**config.mk**
```make
export PLATFORM = sky130hd
export DESIGN_NAME = linked_block_queue_with_free_list
export DESIGN_NICKNAME = d
export VERILOG_FILES = /design/src/sv/lbq_pkg.sv /design/src/sv/lbq_free_list.sv /design/src/sv/linked_block_queue_with_free_list.sv
export SDC_FILE = /design/constraint.sdc
export NUM_CORES = 1
export LEC_CHECK = 0
export ABC_CLOCK_PERIOD_IN_PS = 5650
export BUFFER_PORTS_ARGS = -buffer_cell sky130_fd_sc_hd__buf_2
export CORE_ASPECT_RATIO = 2
export CORE_MARGIN = 2
export CORE_UTILIZATION = 45
export DETAILED_ROUTE_END_ITERATION = 8
export PLACE_DENSITY = 0.62
export SLEW_MARGIN = 0
export SYNTH_ARGS = -nofsm -noshare
export SYNTH_HDL_FRONTEND = slang
export SYNTH_SLANG_ARGS = --single-unit
```
**constraint.sdc**
```tcl
create_clock -name clk -period 5.65 [get_ports clk]
set_input_delay 0.565 -clock clk [delete_from_list [all_inputs] [get_ports clk]]
set_output_delay 0.565 -clock clk [all_outputs]
set_load 0.01 [all_outputs]
```
**src/sv/lbq_pkg.sv**
```systemverilog
// ----------------------------------------------------------------------------
// lbq_pkg
// Shared types and constants for the linked block queue with free list.
// ----------------------------------------------------------------------------
`default_nettype none

package lbq_pkg;

  localparam int DEF_POOL_NODES = 16;
  localparam int BSIZE_W        = 16;
  localparam int OFFSET_W       = 20;
  localparam int KIND_W         = 2;

  localparam logic [BSIZE_W-1:0] DEF_BLOCK_SIZE = 16'd64;

  typedef enum logic [KIND_W-1:0] {
    KIND_ALLOC   = 2'd0,
    KIND_COMMIT  = 2'd1,
    KIND_READ    = 2'd2,
    KIND_RELEASE = 2'd3
  } kind_t;

  // free list operation, applied in the execute cycle
  typedef struct packed {
    logic pop;
    logic push;
  } free_op_t;

endpackage

`default_nettype wire

```
**src/sv/lbq_free_list.sv**
```systemverilog
// ----------------------------------------------------------------------------
// lbq_free_list
// Free node stack: link memory, top pointer, free count, init sweep.
// ----------------------------------------------------------------------------
`default_nettype none

module lbq_free_list #(
  parameter int POOL_NODES = lbq_pkg::DEF_POOL_NODES
) (
  input  wire                                  clk,
  input  wire                                  rst,
  input  wire lbq_pkg::free_op_t               op,
  input  wire [$clog2(POOL_NODES)-1:0]         push_node,
  output logic                                 ready,
  output logic                                 top_valid,
  output logic [$clog2(POOL_NODES)-1:0]        top_node,
  output logic [$clog2(POOL_NODES+1)-1:0]      in_use
);

  localparam int NODE_W = $clog2(POOL_NODES);
  localparam int CNT_W  = $clog2(POOL_NODES + 1);
  localparam logic [NODE_W-1:0] LAST_NODE = NODE_W'(POOL_NODES - 1);
  localparam logic [CNT_W-1:0]  FULL_CNT  = CNT_W'(POOL_NODES);

  // entry: valid in the top bit, next node below
  logic [NODE_W:0]   link_mem [POOL_NODES];
  logic [NODE_W:0]   link_rd;
  logic              clearing;
  logic [NODE_W-1:0] clr_idx;
  logic [NODE_W-1:0] clr_next;
  logic [CNT_W-1:0]  free_count;

  assign clr_next = NODE_W'(clr_idx + 1'b1);

  always_ff @(posedge clk) begin
    if (rst) begin
      clearing   <= 1'b1;
      clr_idx    <= '0;
      top_valid  <= 1'b1;
      top_node   <= NODE_W'(1);
      free_count <= CNT_W'(POOL_NODES - 1);
    end else if (clearing) begin
      if (clr_idx == LAST_NODE) begin
        clearing <= 1'b0;
      end
      clr_idx <= clr_next;
    end else if (op.pop) begin
      top_valid <= link_rd[NODE_W];
      top_node  <= link_rd[NODE_W-1:0];
      if (free_count != '0) begin
        free_count <= free_count - 1'b1;
      end
    end else if (op.push) begin
      top_valid <= 1'b1;
      top_node  <= push_node;
      if (free_count != FULL_CNT) begin
        free_count <= free_count + 1'b1;
      end
    end
  end

  // link memory: one write port, registered read at the top node
  always_ff @(posedge clk) begin
    if (clearing) begin
      if (clr_idx == LAST_NODE) begin
        link_mem[clr_idx] <= '0;
      end else begin
        link_mem[clr_idx] <= {1'b1, clr_next};
      end
    end else if (op.push) begin
      link_mem[push_node] <= {top_valid, top_node};
    end
    link_rd <= link_mem[top_node];
  end

  assign ready  = !clearing;
  assign in_use = FULL_CNT - free_count;

  a_count_range: assert property (@(posedge clk) disable iff (rst)
    free_count <= FULL_CNT)
    else $error("free count above pool size");

  a_sweep_end: assert property (@(posedge clk) disable iff (rst)
    $fell(clearing) |-> $past(clr_idx) == LAST_NODE)
    else $error("init sweep ended early");

  a_no_op_in_sweep: assert property (@(posedge clk) disable iff (rst)
    clearing |-> !op.pop && !op.push)
    else $error("free list operation during init sweep");

endmodule

`default_nettype wire

```
**src/sv/linked_block_queue_with_free_list.sv**
```systemverilog
// ----------------------------------------------------------------------------
// linked_block_queue_with_free_list
// Buffer manager for a pool of blocks: free node stack plus linked FIFO
// with a dummy front node.
// ----------------------------------------------------------------------------
//
//  Channel   Signals                                   Transfer when
//  --------  ----------------------------------------  ------------------
//  request   start, busy, kind, node_index             start && !busy
//  result    done, ok, data_index, release_index,      done (one cycle)
//            block_offset, in_use
//  config    cfg_wr_en, cfg_wr_data (block_size)       cfg_wr_en
//
//  An item is accepted in IDLE and executed in EXEC: the accept cycle
//  reads both link memories (registered reads), the execute cycle
//  updates them and the pointers. The result strobes in the cycle after
//  that, alongside the next accept; no new item is taken during EXEC.
//  After reset the free link memory is initialised by a sweep over all
//  POOL_NODES entries; busy stays high throughout.
//  The receiver cannot stall; nothing is held back on the result side.
// ----------------------------------------------------------------------------
`default_nettype none

module linked_block_queue_with_free_list #(
  parameter int POOL_NODES = lbq_pkg::DEF_POOL_NODES
) (
  input  wire                                     clk,
  input  wire                                     rst,
  input  wire                                     start,
  output logic                                    busy,
  input  wire  [lbq_pkg::KIND_W-1:0]              kind,
  input  wire  [$clog2(POOL_NODES)-1:0]           node_index,
  input  wire                                     cfg_wr_en,
  input  wire  [lbq_pkg::BSIZE_W-1:0]             cfg_wr_data,
  output logic                                    done,
  output logic                                    ok,
  output logic [$clog2(POOL_NODES)-1:0]           data_index,
  output logic [$clog2(POOL_NODES)-1:0]           release_index,
  output logic [lbq_pkg::OFFSET_W-1:0]            block_offset,
  output logic [$clog2(POOL_NODES+1)-1:0]         in_use
);

  localparam int NODE_W = $clog2(POOL_NODES);
  localparam logic [NODE_W:0] NODE_LIMIT = (NODE_W + 1)'(POOL_NODES);

  typedef enum logic {
    IDLE,
    EXEC
  } state_t;

  state_t                      state;
  lbq_pkg::kind_t              kind_q;
  logic [NODE_W-1:0]           node_q;
  logic [NODE_W-1:0]           front;
  logic [NODE_W-1:0]           back;
  logic [lbq_pkg::BSIZE_W-1:0] block_size;

  // queue links hold the next node only: a path of written links always
  // runs from front to back, so an entry is never read before it is written
  logic [NODE_W-1:0]           qlink_mem [POOL_NODES];
  logic [NODE_W-1:0]           qlink_rd;

  logic                        fl_ready;
  logic                        fl_top_valid;
  logic [NODE_W-1:0]           fl_top_node;
  lbq_pkg::free_op_t           fl_op;

  logic                        accept;
  logic                        in_range;
  logic                        ok_c;
  logic [NODE_W-1:0]           data_c;
  logic [NODE_W-1:0]           rel_c;
  logic                        qwr_en;
  logic [NODE_W+lbq_pkg::BSIZE_W-1:0] product;

  assign busy     = (state == EXEC) || !fl_ready;
  assign accept   = start && !busy;
  assign in_range = {1'b0, node_q} < NODE_LIMIT;

  // execute-cycle decision
  always_comb begin
    ok_c   = 1'b0;
    data_c = '0;
    rel_c  = '0;
    qwr_en = 1'b0;
    fl_op  = '0;
    if (state == EXEC) begin
      unique case (kind_q)
        lbq_pkg::KIND_ALLOC: begin
          if (fl_top_valid) begin
            ok_c      = 1'b1;
            data_c    = fl_top_node;
            fl_op.pop = 1'b1;
          end
        end
        lbq_pkg::KIND_COMMIT: begin
          if (in_range) begin
            ok_c   = 1'b1;
            qwr_en = 1'b1;
          end
        end
        lbq_pkg::KIND_READ: begin
          if (front != back) begin
            ok_c   = 1'b1;
            data_c = qlink_rd;
            rel_c  = front;
          end
        end
        lbq_pkg::KIND_RELEASE: begin
          if (in_range) begin
            ok_c       = 1'b1;
            fl_op.push = 1'b1;
          end
        end
        default: ;
      endcase
    end
  end

  assign product = data_c * block_size;

  always_ff @(posedge clk) begin
    if (rst) begin
      state      <= IDLE;
      done       <= 1'b0;
      front      <= '0;
      back       <= '0;
      block_size <= lbq_pkg::DEF_BLOCK_SIZE;
    end else begin
      done <= 1'b0;
      if (cfg_wr_en) begin
        block_size <= cfg_wr_data;
      end
      unique case (state)
        IDLE: begin
          if (accept) begin
            state <= EXEC;
          end
        end
        EXEC: begin
          state <= IDLE;
          done  <= 1'b1;
          if (qwr_en) begin
            back <= node_q;
          end
          if (ok_c && kind_q == lbq_pkg::KIND_READ) begin
            front <= qlink_rd;
          end
        end
        default: state <= IDLE;
      endcase
    end
  end

  // request and result payload
  always_ff @(posedge clk) begin
    if (accept) begin
      kind_q <= lbq_pkg::kind_t'(kind);
      node_q <= node_index;
    end
    if (state == EXEC) begin
      ok            <= ok_c;
      data_index    <= data_c;
      release_index <= rel_c;
      block_offset  <= lbq_pkg::OFFSET_W'(product);
    end
  end

  // queue link memory: back links to the committed node
  always_ff @(posedge clk) begin
    if (qwr_en) begin
      qlink_mem[back] <= node_q;
    end
    qlink_rd <= qlink_mem[front];
  end

  lbq_free_list #(
    .POOL_NODES (POOL_NODES)
  ) u_free (
    .clk       (clk),
    .rst       (rst),
    .op        (fl_op),
    .push_node (node_q),
    .ready     (fl_ready),
    .top_valid (fl_top_valid),
    .top_node  (fl_top_node),
    .in_use    (in_use)
  );

  a_exec_once: assert property (@(posedge clk) disable iff (rst)
    state == EXEC |=> state == IDLE && done)
    else $error("execute cycle not followed by result");

  a_done_src: assert property (@(posedge clk) disable iff (rst)
    done |-> $past(state == EXEC))
    else $error("result without execute cycle");

  a_fail_zero: assert property (@(posedge clk) disable iff (rst)
    done && !ok |-> data_index == '0 && release_index == '0 && block_offset == '0)
    else $error("failed transfer carries data");

  a_read_adv: assert property (@(posedge clk) disable iff (rst)
    state == EXEC && kind_q == lbq_pkg::KIND_READ && front != back
      |=> front == $past(qlink_rd) && release_index == $past(front))
    else $error("front not advanced on read");

endmodule

`default_nettype wire

```
==> flow_summary.ini <==
[routing]
drc_errors = 0
via_per_inst = 5.48
drtIter0Drc = 352
wirelength_um = 24000
wl_per_cell_um = 20.2
num_vias = 6500
ant_nets = 0
dr.pass1.iters = 4

[status]
status = finished clean

[worst_setup_path]
worstSetupPathType = register to register
crit_path_end_kind = register
reg2reg_depth = 16
cp-start-kind = register
crit_arrival_ns = 5.27
worstPathMaxFanout = 17
required_ns = 5.92

[place]
numPortBuffers = 61
gp_congestion = 0.863
dpl.hpwl_um = 18300

[grt]
grt_first_pass_wirelength_um = 36400
grt_max_degree = 42
overflow = 0
track_usage_pct = 18.9
grt_pass1_vias = 6821
antenna_found_initial = 0

[worst_hold_path]
hold_path.class = primary input to register
holdPathStages = 1

[layout]
final_nets = 966
diodes = 0
drive_gt1_share_pct = 18.0
layout_commonest_cell = edfxtp_1
areaGrowthSynthToFinish_pct = 11.1
final_cell_mix = edfxtp_1 (179), nor2_1 (123), inv_1 (66)

[pwr]
vdd_drop_max_v = 0.000296
power_mw = 3.32
p_per_area_nw_per_um2 = 271
leakagePower_nw = 4.64

[timing]
finClkSkew_ns = 0.0237
finalSetupViolCount = 0
hold_violations = 0
finalSetupTns_ns = 0
layout_min_cycle_time_ns = 5.00
worst_pin_slew_ns = 0.866
timing.final.crit_share_pct = 88.5
rsz0062_at_grt = no
clock.fmax_mhz = 200
slew_viol_final = 0
slew_headroom_pct = 42.3

[synth]
synth_xor_xnor_area_share_pct = 2.22
ys_types = 59
synth_top_family_by_area = multiplexers
synth_mux_area_share_pct = 11.0
syn_nets = 908
syn_area_sq_um = 11000
yosys.area.top_type = edfxtp_1
synth.top_cell.area_share_pct = 48.7
synthSimpleGateAreaFrac_pct = 10.3
synth-compound-area-share_pct = 5.79
ys_warn_count = 0
synth_edf_count = 179
synth_area_leaders = edfxtp_1 (49%), mux4_2 (9.2%), dfxtp_1 (9.1%), fa_1 (5.3%), nor2_1 (4.2%)
netlist_instances = 822
synth-seq-cells = 229
ys.flop_type = edfxtp_1
ys_seq_area_share_pct = 57.8
syn_avg_cell_area_sq_um = 13.4
synth_fa_ha_area_share_pct = 8.78
ys_async_sr_fraction_pct = 0

[floorplanning]
initial_core_util_pct = 45.4
coreArea_sq_um = 24300
die_h_um = 225
num_rows = 81
io_pins = 62
die_w_um = 115
design.die.area_sq_um = 25900

[clock_tree]
ctsHtreeMaxLevel = 1
max-clock-path-buffers = 3
cts_setup_buffers = 0
cts.sink_count = 229
clk_pin_slew_ns = 0.06
cts_buffers = 22
cts_tree = done
root_buffer = clkbuf_16
hold_buffers = 0
insertion_delay_ns = 0.52
cts_resized = 0

[flow_run]
drv_cap = 0
==> layout make-up <==
cell class	instances	area, sq um
sequential	229	6380
inverter	66	248
fill	2149	12100
multi-input combinational	489	4200
timing repair buffer	72	388
clock buffer	29	598
tap	290	363
clock inverter	11	78.8
==> flip-flops by register name, summed over array words and instances, names as in the netlist, 5 cells and up <==
name / count
block_offset: 20
u_free.link_rd: 5
u_free.free_count: 5
qlink_mem: 64
block_size: 16
u_free.link_mem: 80
==> through the flow <==
| step | util (%) | instances | hold WS [ns] | setup slack (ns) | area [sq um] |
|---|---|---|---|---|---|
| after floorplan | - | 822 | 0.441 | 0.878 | 11000 |
| after global placement | 47.6 | 1146 | 0.452 | 0.696 | 11600 |
| after detailed placement | 47.6 | 1146 | 0.458 | 0.614 | 11600 |
| after CTS | 50.4 | 1186 | 0.204 | 0.643 | 12300 |
| after global routing | 50.4 | 1186 | 0.206 | 0.245 | 12300 |
| final | 50.4 | 1186 | 0.223 | 0.648 | 12300 |
==> power by group <==
| group | leakage (nW) | switching [mW] | internal, mW | total, mW |
|---|---|---|---|---|
| sequential | 2.08 | 0.0135 | 1.83 | 1.85 |
| combinational | 2.24 | 0.0482 | 0.0300 | 0.0782 |
| clock | 0.325 | 0.603 | 0.791 | 1.39 |
==> Yosys cell counts, types with 2 or more instances <==
cell type	number
o211ai_1	3
a22oi_4	3
o21a_1	4
a22o_1	2
xnor2_1	18
or2_2	2
xor2_1	10
mux4_2	45
a311oi_1	3
buf_4	3
a32oi_1	2
nor3_1	11
nor3b_1	3
a211o_1	4
nand3_1	17
a211oi_1	4
o32a_1	2
nand3_2	2
a22oi_1	2
nand2b_1	17
a21oi_1	21
and3_1	3
and2_1	5
nor2b_1	6
o21ai_0	11
ha_1	31
or2_1	3
a21o_1	5
dfxtp_1	50
a31oi_1	7
buf_1	3
edfxtp_1	179
buf_6	6
fa_1	29
o21bai_1	2
inv_1	66
mux2i_1	20
clkbuf_1	17
nor2_1	123
buf_2	9
nand2_1	51
==> worst max-delay path: stages, from the launching register on <==
cell and delay [ns]:
dfxtp_1 0.53, xor2_1 0.16, o41ai_4 0.44, nor2_4 0.13, a22oi_4 0.48, nor2_1 0.14
fa_1 0.52, inv_1 0.05, fa_1 0.52, inv_1 0.04, ha_1 0.34, o21ai_0 0.11
o21bai_1 0.31, a2111oi_0 0.17, nor3_1 0.50, a211oi_2 0.16, xnor2_1 0.14
==> layer usage <==
| layer | vias to the layer above | GRT usage, % | routed length, um |
|---|---|---|---|
| met1 | 3233 | 16.1 | 7360 |
| met3 | 63 | 2.47 | 781 |
| li1 | 3062 | - | - |
| met4 | 0 | 11.1 | 1520 |
| met5 | - | 0 | 0 |
| met2 | 142 | 39.3 | 14400 |
==> cells by family (layout without fill, tap and decap cells) <==
logic type,Yosys count,in the layout
adder cells (fa/ha/maj),60,60
buffers and inverters,104,178
AO/OA/AOI/OAI,85,85
multiplexers,65,65
XOR/XNOR,28,28
AND/OR/NAND/NOR,251,251
flip-flops,229,229
==> final timing paths <==
kind	from	end	slack (ns)
setup / recovery	front[3]	block_offset[17]	0.65
hold / removal	node_index[2]	node_q[2]	0.22
setup reg to reg	front[3]	block_offset[17]	0.65
hold reg to reg	u_free.link_rd[1]	u_free.top_node[1]	0.47
Note: power is estimated with default switching activity, not from simulation.
